File: config.mk
export PLATFORM = sky130hd
export DESIGN_NAME = ida_share_encoder_flat
export DESIGN_NICKNAME = d
export VERILOG_FILES = /design/src/hw/rtl/ida_pkg.sv /design/src/hw/rtl/ida_ifs.sv /design/src/hw/rtl/ida_front.sv /design/src/hw/rtl/ida_queue.sv /design/src/hw/rtl/ida_back.sv /design/src/hw/rtl/ida_share_encoder.sv /design/src/flat_wrapper.sv
export SDC_FILE = /design/constraint.sdc
export NUM_CORES = 1
export LEC_CHECK = 0
export ABC_AREA = 1
export BUFFER_PORTS_ARGS = -buffer_cell sky130_fd_sc_hd__buf_2
export CORE_ASPECT_RATIO = 2
export CORE_MARGIN = 2
export CORE_UTILIZATION = 45
export DETAILED_ROUTE_END_ITERATION = 6
export MAX_ROUTING_LAYER = met4
export PLACE_DENSITY_LB_ADDON = 0.3
export SKIP_CTS_REPAIR_TIMING = 1
export SLEW_MARGIN = 20
export SYNTH_ARGS = -nofsm -noshare
export SYNTH_HDL_FRONTEND = slang
export SYNTH_SLANG_ARGS = --single-unit
File: constraint.sdc
create_clock -name clk_i -period 3.2 [get_ports clk_i]
set_input_delay 0.8 -clock clk_i [delete_from_list [all_inputs] [get_ports clk_i]]
set_output_delay 0.8 -clock clk_i [all_outputs]
set_load 0.03 [all_outputs]
File: src/hw/rtl/ida_pkg.sv
// Shared types, constants and the GF(2^8) multiply for the share encoder.
package ida_pkg;

  // Register indexes on the configuration port
  localparam logic [3:0] RegShareCount  = 4'd0;
  localparam logic [3:0] RegDataPerGroup = 4'd1;

  // Register reset values
  localparam logic [4:0] ShareCountRst   = 5'd16;
  localparam logic [4:0] DataPerGroupRst = 5'd1;

  // Share slots the encoder can ever hold, and the group size ceiling
  localparam int unsigned SlotsMax = 16;
  localparam logic [4:0]  GroupMax = 5'd16;

  // Slots updated per cycle in the back end
  localparam int unsigned Lanes = 4;

  // Entries in the queue between front and back end
  localparam int unsigned QueueDepth = 2;

  // GF(2^8) reduction constant (polynomial 0x11B) and byte mask
  localparam logic [7:0] GfReduce = 8'h1B;
  localparam logic [7:0] ByteMask = 8'hFF;

  // One classified data word on its way to the back end
  typedef struct packed {
    logic [7:0] data_byte;
    logic       last_byte;
    logic       close;      // this word completes its group
  } ida_item_t;

  // Effective (clamped) configuration
  typedef struct packed {
    logic [4:0] group_size;   // m, 1..16
    logic [4:0] share_count;  // n, 1..slots
  } ida_cfg_t;

  // Shift-and-add multiply in GF(2^8)
  function automatic logic [7:0] gf_mul(input logic [7:0] a, input logic [7:0] b);
    logic [7:0] acc;
    logic [7:0] x;
    acc = '0;
    x   = a & ByteMask;
    for (int k = 0; k < 8; k++) begin
      if (b[k]) acc = acc ^ x;
      x = x[7] ? ((x << 1) ^ GfReduce) : (x << 1);
    end
    return acc;
  endfunction

endpackage

File: src/hw/rtl/ida_ifs.sv
// Channel interfaces: data input, share output and configuration writes.
interface ida_in_if;
  logic       valid;
  logic       ready;
  logic [7:0] data_byte;
  logic       last_byte;

  modport source (output valid, data_byte, last_byte, input ready);
  modport sink   (input valid, data_byte, last_byte, output ready);
endinterface

interface ida_out_if;
  logic       valid;
  logic       ready;
  logic [3:0] share_index;
  logic [7:0] share_byte;
  logic       group_end;
  logic       stream_end;

  modport source (output valid, share_index, share_byte, group_end, stream_end,
                  input ready);
  modport sink   (input valid, share_index, share_byte, group_end, stream_end,
                  output ready);
endinterface

interface ida_cfg_if;
  logic       valid;
  logic       ready;
  logic [3:0] reg_index;
  logic [7:0] wdata;

  modport source (output valid, reg_index, wdata, input ready);
  modport sink   (input valid, reg_index, wdata, output ready);
endinterface

File: src/hw/rtl/ida_front.sv
// Front end: accepts data words and marks the one that closes each group.
module ida_front import ida_pkg::*; (
  input  logic      clk_i,
  input  logic      rst_ni,
  input  ida_cfg_t  cfg_i,
  input  logic      in_valid_i,
  input  logic [7:0] in_data_byte_i,
  input  logic      in_last_byte_i,
  output logic      in_ready_o,
  output logic      push_valid_o,
  output ida_item_t push_item_o,
  input  logic      push_ready_i
);

  logic [3:0] pos_q, pos_d;
  logic [4:0] taken;
  logic       close;

  // Group position tracking
  always_comb begin
    taken = {1'b0, pos_q} + 5'd1;
    close = in_last_byte_i || (taken >= cfg_i.group_size);
    pos_d = close ? 4'd0 : taken[3:0];
  end

  assign in_ready_o             = push_ready_i;
  assign push_valid_o           = in_valid_i;
  assign push_item_o.data_byte  = in_data_byte_i;
  assign push_item_o.last_byte  = in_last_byte_i;
  assign push_item_o.close      = close;

  always_ff @(posedge clk_i or negedge rst_ni) begin
    if (!rst_ni) begin
      pos_q <= '0;
    end else if (in_valid_i && push_ready_i) begin
      pos_q <= pos_d;
    end
  end

endmodule

File: src/hw/rtl/ida_queue.sv
// Short queue of classified words between front and back end.
module ida_queue import ida_pkg::*; (
  input  logic      clk_i,
  input  logic      rst_ni,
  input  logic      push_valid_i,
  input  ida_item_t push_item_i,
  output logic      push_ready_o,
  output logic      pop_valid_o,
  output ida_item_t pop_item_o,
  input  logic      pop_ready_i
);

  localparam int unsigned PtrW = (QueueDepth > 1) ? $clog2(QueueDepth) : 1;
  localparam int unsigned CntW = $clog2(QueueDepth + 1);

  ida_item_t         mem_q [QueueDepth];
  logic [PtrW-1:0]   wr_ptr_q, rd_ptr_q;
  logic [CntW-1:0]   count_q;
  logic              push, pop;

  assign push_ready_o = (count_q != CntW'(QueueDepth));
  assign pop_valid_o  = (count_q != '0);
  assign pop_item_o   = mem_q[rd_ptr_q];
  assign push         = push_valid_i && push_ready_o;
  assign pop          = pop_valid_o && pop_ready_i;

  // Pointers and fill count
  always_ff @(posedge clk_i or negedge rst_ni) begin
    if (!rst_ni) begin
      wr_ptr_q <= '0;
      rd_ptr_q <= '0;
      count_q  <= '0;
    end else begin
      if (push) begin
        wr_ptr_q <= (wr_ptr_q == PtrW'(QueueDepth - 1)) ? '0 : wr_ptr_q + 1'b1;
      end
      if (pop) begin
        rd_ptr_q <= (rd_ptr_q == PtrW'(QueueDepth - 1)) ? '0 : rd_ptr_q + 1'b1;
      end
      if (push && !pop) begin
        count_q <= count_q + 1'b1;
      end else if (pop && !push) begin
        count_q <= count_q - 1'b1;
      end
    end
  end

  // Storage
  always_ff @(posedge clk_i) begin
    if (push) begin
      mem_q[wr_ptr_q] <= push_item_i;
    end
  end

endmodule

File: src/hw/rtl/ida_back.sv
// Back end: folds each word into the share sums, then emits the shares when a word closes its group.
module ida_back import ida_pkg::*; #(
  parameter int unsigned NUM_SLOTS = 16
) (
  input  logic       clk_i,
  input  logic       rst_ni,
  input  ida_cfg_t   cfg_i,
  input  logic       pop_valid_i,
  input  ida_item_t  pop_item_i,
  output logic       pop_ready_o,
  output logic       out_valid_o,
  input  logic       out_ready_i,
  output logic [3:0] out_share_index_o,
  output logic [7:0] out_share_byte_o,
  output logic       out_group_end_o,
  output logic       out_stream_end_o
);

  // Slots rounded up to whole lane groups; one rotation by Lanes per cycle
  localparam int unsigned PadSlots = ((NUM_SLOTS + Lanes - 1) / Lanes) * Lanes;
  localparam int unsigned Steps    = PadSlots / Lanes;
  localparam int unsigned StepW    = (Steps > 1) ? $clog2(Steps) : 1;
  localparam int unsigned SlotW    = $clog2(PadSlots);

  typedef enum logic [1:0] {
    StIdle,
    StUpdate,
    StEmit
  } state_e;

  state_e           state_q;
  logic [StepW-1:0] step_q;
  ida_item_t        cur_q;
  logic [3:0]       idx_q;
  logic [7:0]       acc_q [PadSlots];
  logic [7:0]       pow_q [PadSlots];
  logic [7:0]       acc_d [PadSlots];
  logic [7:0]       pow_d [PadSlots];
  logic [7:0]       lane_acc [Lanes];
  logic [7:0]       lane_pow [Lanes];
  logic [7:0]       slot_id [Lanes];
  logic             out_valid_q;
  logic [3:0]       out_index_q;
  logic [7:0]       out_byte_q;
  logic             out_gend_q;
  logic             out_send_q;
  logic             last_share;
  logic             emit_fire;

  assign pop_ready_o       = (state_q == StIdle);
  assign out_valid_o       = out_valid_q;
  assign out_share_index_o = out_index_q;
  assign out_share_byte_o  = out_byte_q;
  assign out_group_end_o   = out_gend_q;
  assign out_stream_end_o  = out_send_q;
  assign last_share        = ({1'b0, idx_q} + 5'd1 == cfg_i.share_count);
  // Output register takes a new share word this cycle
  assign emit_fire         = (state_q == StEmit) && (!out_valid_q || out_ready_i);

  // Lane arithmetic on the head slots, then rotate the slot ring by Lanes
  always_comb begin
    for (int k = 0; k < Lanes; k++) begin
      slot_id[k]  = 8'(int'(step_q) * Lanes + k);
      lane_acc[k] = acc_q[k] ^ gf_mul(pow_q[k], cur_q.data_byte);
      lane_pow[k] = gf_mul(pow_q[k], slot_id[k]);
    end
    for (int e = 0; e < PadSlots; e++) begin
      if (e < PadSlots - Lanes) begin
        acc_d[e] = acc_q[(e + Lanes) % PadSlots];
        pow_d[e] = pow_q[(e + Lanes) % PadSlots];
      end else begin
        acc_d[e] = lane_acc[e % Lanes];
        pow_d[e] = lane_pow[e % Lanes];
      end
    end
  end

  // Sequencer, share state and output register
  always_ff @(posedge clk_i or negedge rst_ni) begin
    if (!rst_ni) begin
      state_q     <= StIdle;
      step_q      <= '0;
      idx_q       <= '0;
      out_valid_q <= 1'b0;
      for (int e = 0; e < PadSlots; e++) begin
        acc_q[e] <= 8'h00;
        pow_q[e] <= 8'h01;
      end
    end else begin
      if (out_valid_q && out_ready_i && !emit_fire) out_valid_q <= 1'b0;
      case (state_q)
        StIdle: begin
          if (pop_valid_i) begin
            cur_q   <= pop_item_i;
            step_q  <= '0;
            state_q <= StUpdate;
          end
        end
        StUpdate: begin
          for (int e = 0; e < PadSlots; e++) begin
            acc_q[e] <= acc_d[e];
            pow_q[e] <= pow_d[e];
          end
          step_q <= step_q + 1'b1;
          if (step_q == StepW'(Steps - 1)) begin
            idx_q   <= '0;
            state_q <= cur_q.close ? StEmit : StIdle;
          end
        end
        StEmit: begin
          if (emit_fire) begin
            out_valid_q <= 1'b1;
            out_index_q <= idx_q;
            out_byte_q  <= acc_q[idx_q[SlotW-1:0]];
            out_gend_q  <= last_share;
            out_send_q  <= last_share && cur_q.last_byte;
            idx_q       <= idx_q + 4'd1;
            if (last_share) begin
              for (int e = 0; e < PadSlots; e++) begin
                acc_q[e] <= 8'h00;
                pow_q[e] <= 8'h01;
              end
              state_q <= StIdle;
            end
          end
        end
        default: state_q <= StIdle;
      endcase
    end
  end

endmodule

File: src/hw/rtl/ida_share_encoder.sv
// Top level of the GF(2^8) information dispersal share encoder.
//
//  channel  dir  word                                            handshake
//  in_ch    in   data_byte[7:0], last_byte                       valid/ready
//  out_ch   out  share_index[3:0], share_byte[7:0], group_end,   valid/ready
//                stream_end
//  cfg_ch   in   reg_index[3:0], wdata[7:0] (0 share_count,      valid/ready
//                1 data_per_group, others ignored)
//
// Each data word is folded in by the back end in update steps that rotate the
// slot ring (four share slots updated per cycle by four GF multiply lanes),
// after the idle state takes it from the queue; a closing word then emits
// its n shares one by one, paced by the output register.
// A two-word queue lets the front take words while the back end is busy.
// Reset is asynchronous, active low; it clears all sums, powers to one and
// the registers to share_count 16, data_per_group 1. No clearing pass.
module ida_share_encoder import ida_pkg::*; #(
  parameter int unsigned MAX_SHARES = 16
) (
  input  logic  clk_i,
  input  logic  rst_ni,
  ida_in_if.sink     in_ch,
  ida_out_if.source  out_ch,
  ida_cfg_if.sink    cfg_ch
);

  localparam int unsigned NumSlots = (MAX_SHARES < SlotsMax) ? MAX_SHARES : SlotsMax;

  logic [4:0] share_count_q;
  logic [4:0] data_per_group_q;
  ida_cfg_t   cfg_eff;
  logic       push_valid, push_ready, pop_valid, pop_ready;
  ida_item_t  push_item, pop_item;

  // Configuration registers
  assign cfg_ch.ready = 1'b1;

  always_ff @(posedge clk_i or negedge rst_ni) begin
    if (!rst_ni) begin
      share_count_q    <= ShareCountRst;
      data_per_group_q <= DataPerGroupRst;
    end else if (cfg_ch.valid) begin
      if (cfg_ch.reg_index == RegShareCount) begin
        share_count_q <= cfg_ch.wdata[4:0];
      end else if (cfg_ch.reg_index == RegDataPerGroup) begin
        data_per_group_q <= cfg_ch.wdata[4:0];
      end
    end
  end

  // Clamp to the supported ranges
  always_comb begin
    if (data_per_group_q == 5'd0) cfg_eff.group_size = 5'd1;
    else if (data_per_group_q > GroupMax) cfg_eff.group_size = GroupMax;
    else cfg_eff.group_size = data_per_group_q;
    if (share_count_q == 5'd0) cfg_eff.share_count = 5'd1;
    else if (share_count_q > 5'(NumSlots)) cfg_eff.share_count = 5'(NumSlots);
    else cfg_eff.share_count = share_count_q;
  end

  ida_front u_front (
    .clk_i          (clk_i),
    .rst_ni         (rst_ni),
    .cfg_i          (cfg_eff),
    .in_valid_i     (in_ch.valid),
    .in_data_byte_i (in_ch.data_byte),
    .in_last_byte_i (in_ch.last_byte),
    .in_ready_o     (in_ch.ready),
    .push_valid_o   (push_valid),
    .push_item_o    (push_item),
    .push_ready_i   (push_ready)
  );

  ida_queue u_queue (
    .clk_i        (clk_i),
    .rst_ni       (rst_ni),
    .push_valid_i (push_valid),
    .push_item_i  (push_item),
    .push_ready_o (push_ready),
    .pop_valid_o  (pop_valid),
    .pop_item_o   (pop_item),
    .pop_ready_i  (pop_ready)
  );

  ida_back #(
    .NUM_SLOTS (NumSlots)
  ) u_back (
    .clk_i             (clk_i),
    .rst_ni            (rst_ni),
    .cfg_i             (cfg_eff),
    .pop_valid_i       (pop_valid),
    .pop_item_i        (pop_item),
    .pop_ready_o       (pop_ready),
    .out_valid_o       (out_ch.valid),
    .out_ready_i       (out_ch.ready),
    .out_share_index_o (out_ch.share_index),
    .out_share_byte_o  (out_ch.share_byte),
    .out_group_end_o   (out_ch.group_end),
    .out_stream_end_o  (out_ch.stream_end)
  );

`ifndef NO_ASSERTIONS
  // Shown share index stays below the effective share count
  a_index_range: assert property (@(posedge clk_i) disable iff (!rst_ni)
    out_ch.valid |-> ({1'b0, out_ch.share_index} < cfg_eff.share_count))
    else $error("share index beyond share count");

  // A stream end only ever closes a group
  a_stream_in_group: assert property (@(posedge clk_i) disable iff (!rst_ni)
    (out_ch.valid && out_ch.stream_end) |-> out_ch.group_end)
    else $error("stream end without group end");

  // Within a run, the word after a taken one carries the next share index
  a_index_step: assert property (@(posedge clk_i) disable iff (!rst_ni)
    (out_ch.valid && out_ch.ready && !out_ch.group_end) |=>
      (!out_ch.valid || out_ch.share_index == $past(out_ch.share_index) + 4'd1))
    else $error("share index skipped");

  // Last share of a run always has the index n-1
  a_group_end_index: assert property (@(posedge clk_i) disable iff (!rst_ni)
    (out_ch.valid && out_ch.group_end) |->
      ({1'b0, out_ch.share_index} + 5'd1 == cfg_eff.share_count))
    else $error("group end on wrong share");
`endif

endmodule
File: src/flat_wrapper.sv
// flat-port wrapper written by rule: the top's interface ports become plain ports
module ida_share_encoder_flat import ida_pkg::*;
#(
  parameter int unsigned MAX_SHARES = 16
)
  (clk_i, rst_ni, in_ch_valid, in_ch_data_byte, in_ch_last_byte, in_ch_ready, out_ch_valid, out_ch_share_index, out_ch_share_byte, out_ch_group_end, out_ch_stream_end, out_ch_ready, cfg_ch_valid, cfg_ch_reg_index, cfg_ch_wdata, cfg_ch_ready);
  ida_in_if in_ch_i ();
  ida_out_if out_ch_i ();
  ida_cfg_if cfg_ch_i ();
  input  logic clk_i;
  input  logic rst_ni;
  input wire logic [$bits(in_ch_i.valid)-1:0] in_ch_valid;
  input wire logic [$bits(in_ch_i.data_byte)-1:0] in_ch_data_byte;
  input wire logic [$bits(in_ch_i.last_byte)-1:0] in_ch_last_byte;
  output wire logic [$bits(in_ch_i.ready)-1:0] in_ch_ready;
  output wire logic [$bits(out_ch_i.valid)-1:0] out_ch_valid;
  output wire logic [$bits(out_ch_i.share_index)-1:0] out_ch_share_index;
  output wire logic [$bits(out_ch_i.share_byte)-1:0] out_ch_share_byte;
  output wire logic [$bits(out_ch_i.group_end)-1:0] out_ch_group_end;
  output wire logic [$bits(out_ch_i.stream_end)-1:0] out_ch_stream_end;
  input wire logic [$bits(out_ch_i.ready)-1:0] out_ch_ready;
  input wire logic [$bits(cfg_ch_i.valid)-1:0] cfg_ch_valid;
  input wire logic [$bits(cfg_ch_i.reg_index)-1:0] cfg_ch_reg_index;
  input wire logic [$bits(cfg_ch_i.wdata)-1:0] cfg_ch_wdata;
  output wire logic [$bits(cfg_ch_i.ready)-1:0] cfg_ch_ready;
  assign in_ch_i.valid = in_ch_valid;
  assign in_ch_i.data_byte = in_ch_data_byte;
  assign in_ch_i.last_byte = in_ch_last_byte;
  assign in_ch_ready = in_ch_i.ready;
  assign out_ch_valid = out_ch_i.valid;
  assign out_ch_share_index = out_ch_i.share_index;
  assign out_ch_share_byte = out_ch_i.share_byte;
  assign out_ch_group_end = out_ch_i.group_end;
  assign out_ch_stream_end = out_ch_i.stream_end;
  assign out_ch_i.ready = out_ch_ready;
  assign cfg_ch_i.valid = cfg_ch_valid;
  assign cfg_ch_i.reg_index = cfg_ch_reg_index;
  assign cfg_ch_i.wdata = cfg_ch_wdata;
  assign cfg_ch_ready = cfg_ch_i.ready;
  ida_share_encoder #(.MAX_SHARES(MAX_SHARES)) u_core (.clk_i(clk_i), .rst_ni(rst_ni), .in_ch(in_ch_i), .out_ch(out_ch_i), .cfg_ch(cfg_ch_i));
endmodule
==> After elaboration in Yosys (flattened, before gate mapping) <==
Memories as Yosys holds them, arrays and structs flattened. A register that Yosys moved wholly into a read port is not among the register bits.
Index checks and enable logic that the tools add are counted.
{ "word_totals": {"input_bits": 26, "output_inout_bits": 17, "memories": 1, "ram_bits": 20, "regBits": 297} }
{ "memory_table": {"columns": ["memory", "words", "word_bits", "rd", "rd_clocked_by_memory_dff", "write_ports", "line", "rtl"], "rows": [
  ["u_core.u_queue.mem_q", 2, 10, 1, 1, 1, "ida_queue.sv:16", "ida_item_t mem_q [QueueDepth];"]
]} }
{ "op_classes": {"n_mux": 120, "magnitude_cmp": 4, "bitwise_logic": 84, "reduce_logical": 30, "eq_ne": 10, "add_sub_neg": 11} }
{ "op_table": {"columns": ["op", "n"], "rows": [
  ["$mux 128", 4],
  ["$pmux 128 s2", 2],
  ["$mux 8", 60],
  ["$xor 8x8->8", 54],
  ["$mux 5", 32],
  ["$not 4->4", 28],
  ["$bmux 8 s4", 1],
  ["$mux 2", 8],
  ["$add 4x1->5 const B", 3],
  ["$reduce_and 3->1", 5],
  ["$mux 4", 3],
  ["$add 4x2->5 const B", 2],
  ["$gt 5x5->1 const B", 2],
  ["$logic_not 5->1", 2],
  ["$ne 2x2->1 const B", 5],
  ["$logic_and 1x1->1", 8],
  ["$pmux 4 s2", 1],
  ["$reduce_bool 2->1", 4],
  ["$mux 1", 7],
  ["$pmux 2 s3", 1],
  ["$eq 5x5->1", 1],
  ["$ge 5x5->1", 1],
  ["$ge 5x5->1 const B", 1],
  ["$not 4->5", 1],
  ["other kinds (15)", 23]
]} }

==> Logic depth before layout (Yosys ltp) <==
{ "logic_depth": {"ltp_word": 18, "depth_mapped": 19} }

==> Modules after synthesis <==
From an unflattened synthesis, not the netlist that was laid out.
{ "hier_totals": {"hier_cells": 2848, "hier_area_um2": 20479.6} }
{ "by_module_without_submodules": {"columns": ["mod", "cells_per_inst", "instances", "area_each_um2"], "rows": [
  ["ida_back", 2623, 1, 18467.7],
  ["ida_queue", 81, 1, 974.7],
  ["ida_share_encoder", 72, 1, 564.3],
  ["ida_front", 72, 1, 473.0]
]} }

==> Least setup slack after synthesis <==
OpenSTA, ideal clock, no wires.
{ "synth_timing": {"kind": "register -> register", "from": "register u_core.data_per_group_q[1]", "to": "memory u_core.u_queue.mem_q[0][0] (netlist name), data pin", "path_buffers": 0, "path_stages_with_launch": 11, "period_less_slack_ns": 2.501, "arrival_time_ns": 2.227, "path_slack_ns": 0.699, "setup_time_ns": 0.273, "required_time_ns": 2.927, "path_cell_list": "dfrtp_1 or4_1 a21oi_1 ha_1 inv_1 a21boi_0 o21a_1 o21a_1 o21a_1 nor3_1 inv_1"} }
{ "synth_via": {"elab_chain_cells": 5, "elab_cells_between_ends": 6, "classes_between": "order compare (2); mux (2); reduce/logical (2)"} }
{ "synth_rtl": {"columns": ["item", "line", "rtl"], "rows": [
  ["start: declaration", "ida_share_encoder.sv:30", "logic [4:0] data_per_group_q;"],
  ["start signal: assignment", "ida_share_encoder.sv:41", "data_per_group_q <= DataPerGroupRst;"],
  ["start signal: assignment", "ida_share_encoder.sv:46", "data_per_group_q <= cfg_ch.wdata[4:0];"],
  ["$gt 5x5->1", "ida_share_encoder.sv:54", "else if (data_per_group_q > GroupMax) cfg_eff.group_size = GroupMax;"],
  ["$mux 5", "ida_share_encoder.sv:54", null],
  ["$mux 5 *", "ida_share_encoder.sv:53", "if (data_per_group_q == 5'd0) cfg_eff.group_size = 5'd1;"],
  ["$ge 5x5->1 *", "ida_front.sv:22", "close = in_last_byte_i || (taken >= cfg_i.group_size);"],
  ["$logic_or 1x1->1 *", "ida_front.sv:22", null],
  ["via u_core.u_front.close", "ida_front.sv:17", "logic close;"],
  ["end: declaration", "ida_queue.sv:16", null]
]} }
Mark *: on every way through the listed nets, which the timed path passes. The rest lies on a longest branch.

==> Final worst setup path <==
{ "layout_timing": {"from": "register u_core.data_per_group_q[1]", "to": "memory u_core.u_queue.mem_q[1][0] (netlist name), data pin"} }
Same word-level chain as after synthesis.

==> impl_metrics.env <==
export IMPL_dr_wl_met2_mm=28.45
export IMPL_synthToLayoutAreaGrowth_pct=8.524
export IMPL_synthCells=2657
export IMPL_critical_path_endpoint="u_core.u_queue.mem_q[1][0]"
export IMPL_worst_setup_path_type="flop to flop"
export IMPL_dp_hpwl_mm=40.79
export IMPL_overflow=0
export IMPL_vdd_ir_drop_max_mv=0.6608
export IMPL_yosysTopAreaCell="dfrtp_1"
export IMPL_grt_util_all_layers_pct=24.64
export IMPL_critPathRequiredTime_ns=3.50
export IMPL_r2r_end="u_core.u_queue.mem_q[1][0]"
export IMPL_path_clk_slew_ns=0.08
export IMPL_die_h_um=303.4
export IMPL_syn_nets=2692
export IMPL_powerDensity_mw_per_mm2=1251
export IMPL_relSlewSlack_pct=31.40
export IMPL_place_ws_ns=0.4338
export IMPL_finalSetupTns_ns=0
export IMPL_worst_path_buf_inv=2
export IMPL_drt_iter0_markers=1078
export IMPL_start_util_pct=45.64
export IMPL_routedLengthMet1_mm=21.44
export IMPL_startpoint_type="flop"
export IMPL_ys_types=50
export IMPL_synth_warnings=0
export IMPL_core_mm2=0.04419
export IMPL_ys_seq_area_share_pct=41.78
export IMPL_p_leak_nw=10.47
export IMPL_met3_length_mm=2.266
export IMPL_slowest_stage="or4_1"
export IMPL_grt_pass1_vias=16730
export IMPL_outcome="completed"
export IMPL_drc=0
export IMPL_crit_chain="or4_1 -> a21oi_1 -> ha_1 -> inv_1 -> a21boi_0 -> o21a_1 -> o21a_1 -> o21a_1 -> nor3_1 -> inv_1"
export IMPL_min_period_ns=2.805
export IMPL_cts_buffer_depth=3
export IMPL_cts_inserted_buffers=30
export IMPL_fin_skew_ns=0.02817
export IMPL_cts_sinks=327
export IMPL_nNetsFinal=2676
export IMPL_slew_viol_final=0
export IMPL_worst_path_max_fanout=5
export IMPL_placementRows=109
export IMPL_antenna_found_initial=1
export IMPL_hold_viol=0
export IMPL_viasPerCell=5.335
export IMPL_gp_congestion=0.9400
export IMPL_setup_viol=0
export IMPL_final_common_cell="nand2_1"
export IMPL_path_depth=10
export IMPL_synth_area_mm2=0.02017
export IMPL_synth_seq_cells=327
export IMPL_critPathArrivalTime_ns=3.11
export IMPL_synthTopCellsByArea="dfrtp_1, nand2_1, edfxtp_1, xor2_1, inv_1"
export IMPL_critPathTopFamily="simple AND/OR/NAND/NOR gates"
export IMPL_startpoint="u_core.data_per_group_q[1]"
export IMPL_rr_worst_depth=10
export IMPL_cap_violations=0
export IMPL_synth_top_cell_area_share_pct=32.88
export IMPL_grt_max_degree=120
export IMPL_mostFrequentLayoutCells="nand2_1, inv_1, dfrtp_1"
export IMPL_grt_pass1_wl_mm=89.90
export IMPL_clk_latency_ns=0.60
export IMPL_cts_max_level=1
export IMPL_hp_class="input pin to asynchronous set/reset pin"
export IMPL_root_buffer="clkbuf_16"
export IMPL_worstMarginPinSlew_ns=1.029
export IMPL_firstDrtPassIters=5
export IMPL_vias=17180
export IMPL_top_layer_used="met4"
export IMPL_rsz0062_at_grt="false"
export IMPL_r2r_setup_slack_ns=0.40
export IMPL_syn_area_per_cell_um2=7.591
export IMPL_wl_per_cell_um=17.37
export IMPL_cts_tree="yes"
export IMPL_drive_gt1_share_pct=10.02
export IMPL_portBuffers=38
export IMPL_setup_slack_ns=0.3955
export IMPL_dieArea_mm2=0.04663
export IMPL_fp_dieW_um=153.7
export IMPL_end_kind="flop"
export IMPL_timing_final_crit_share_pct=87.64
export IMPL_regToRegStartpoint="u_core.data_per_group_q[1]"
export IMPL_pin_count=43
export IMPL_clock_fmax_ghz=0.3566
export IMPL_finalWirelength_mm=55.95
export IMPL_max_stage_delay_ns=0.55
export IMPL_cpMostUsedCell="o21a_1"
export IMPL_ant_nets=0
==> worst min-delay path by stage <==
stage,to,slack [ns],startpoint
2_1_floorplan,u_core.u_back.pow_d[60],0.44,u_core.u_back.pow_d[60]
3_3_place_gp,u_core.u_back.pow_d[60],0.46,u_core.u_back.pow_d[60]
3_5_place_dp,u_core.u_back.acc_d[59],0.47,u_core.u_back.acc_d[59]
4_1_cts,u_core.u_back.pow_q[121],0.04,rst_ni
5_1_grt,u_core.u_back.pow_q[122],0.06,rst_ni
6_report,u_core.u_back.pow_q[122],0.06,rst_ni
==> synth_stat cells, drive strengths merged <==
library cell,count
a22oi,13
conb,1
o32ai,1
a21oi,76
a32oi,1
or2,13
o21bai,3
ha,9
xor2,141
and2,2
xnor2,80
o211ai,5
o22ai,66
nand4,14
o21a,4
nor2,119
nand3,167
buf,62
inv,295
dfrtp,265
o2111ai,6
a211oi,2
edfxtp,44
or4,1
a22o,23
o21ai,233
dfstp,18
nand2b,1
nand2,902
o41ai,1
nand3b,11
nor3,3
nor3b,1
a21boi,1
clkinv,3
clkbuf,70
==> registers in the layout (all words and copies together), names as in the netlist, 2 cells and up <==
signal / flops
u_core.u_back.pow_q: 32
u_core.u_back.acc_q: 32
u_core.u_back.cur_q: 10
u_core.u_back.state_q: 2
u_core.data_per_group_q: 5
u_core.share_count_q: 5
u_core.u_back.step_q: 2
u_core.u_back.out_share_index_o: 4
u_core.u_front.pos_q: 4
u_core.u_queue.mem_q: 20
u_core.u_back.idx_q: 4
u_core.u_back.pow_d: 96
u_core.u_back.out_share_byte_o: 8
u_core.u_queue.count_q: 2
u_core.u_back.acc_d: 96
==> report_power, final <==
group          internal [mW]  switching (mW)  total (mW)
Combinational           5.55            10.9        16.5
Clock                   2.09            1.63        3.72
Sequential              5.98            1.21        7.19
Total                   13.6            13.8        27.4
==> through the flow <==
step	hold WS [ns]	util, %	instances	total power [mW]	area [um2]
global placement	0.4561	47.24	3164	23.15	20880
CTS	0.04385	49.53	3220	27.41	21880
detailed placement	0.4663	47.24	3164	23.58	20880
floorplan	0.4423	-	2657	19.47	20170
finish	0.05818	49.53	3221	27.37	21890
global route	0.05841	49.53	3221	29.78	21890
==> cells by family (layout without fill, tap and decap cells) <==
kind of cell | after synthesis | count (layout) | share of synthesized area [%]
simple gates | 1234 | 1234 | 24.81
xor+xnor | 221 | 221 | 9.672
fa+ha+maj | 9 | 9 | 0.5584
other cells | 1 | 2 | 0.01859
flops | 327 | 327 | 41.78
compound gates | 435 | 435 | 14.44
buf+inv | 430 | 438 | 8.729
==> cell type report <==
class | instances | area (um2)
fill | 4233 | 22300
multi-input combinational | 1900 | 9990
sequential | 327 | 8427
inverter | 298 | 1131
clock buffer | 39 | 835.8
tap | 555 | 694.4
timing repair buffer | 84 | 633.1
clock inverter | 17 | 173.9
antenna | 1 | 2.502
==> per-layer routing <==
metal	GRT usage [%]	up-vias
li1	-	8428
met1	27.06	8112
met2	43.30	494
met3	2.222	149
met4	14.77	0
met5	-	-
==> worst register-to-register path: stages (launching register included) <==
cell	delay, ns
dfrtp_1	0.40
or4_1	0.55
a21oi_1	0.16
ha_1	0.25
inv_1	0.05
a21boi_0	0.07
o21a_1	0.17
o21a_1	0.16
o21a_1	0.16
nor3_1	0.43
inv_1	0.12
Note: power is estimated with default switching activity, not from simulation.
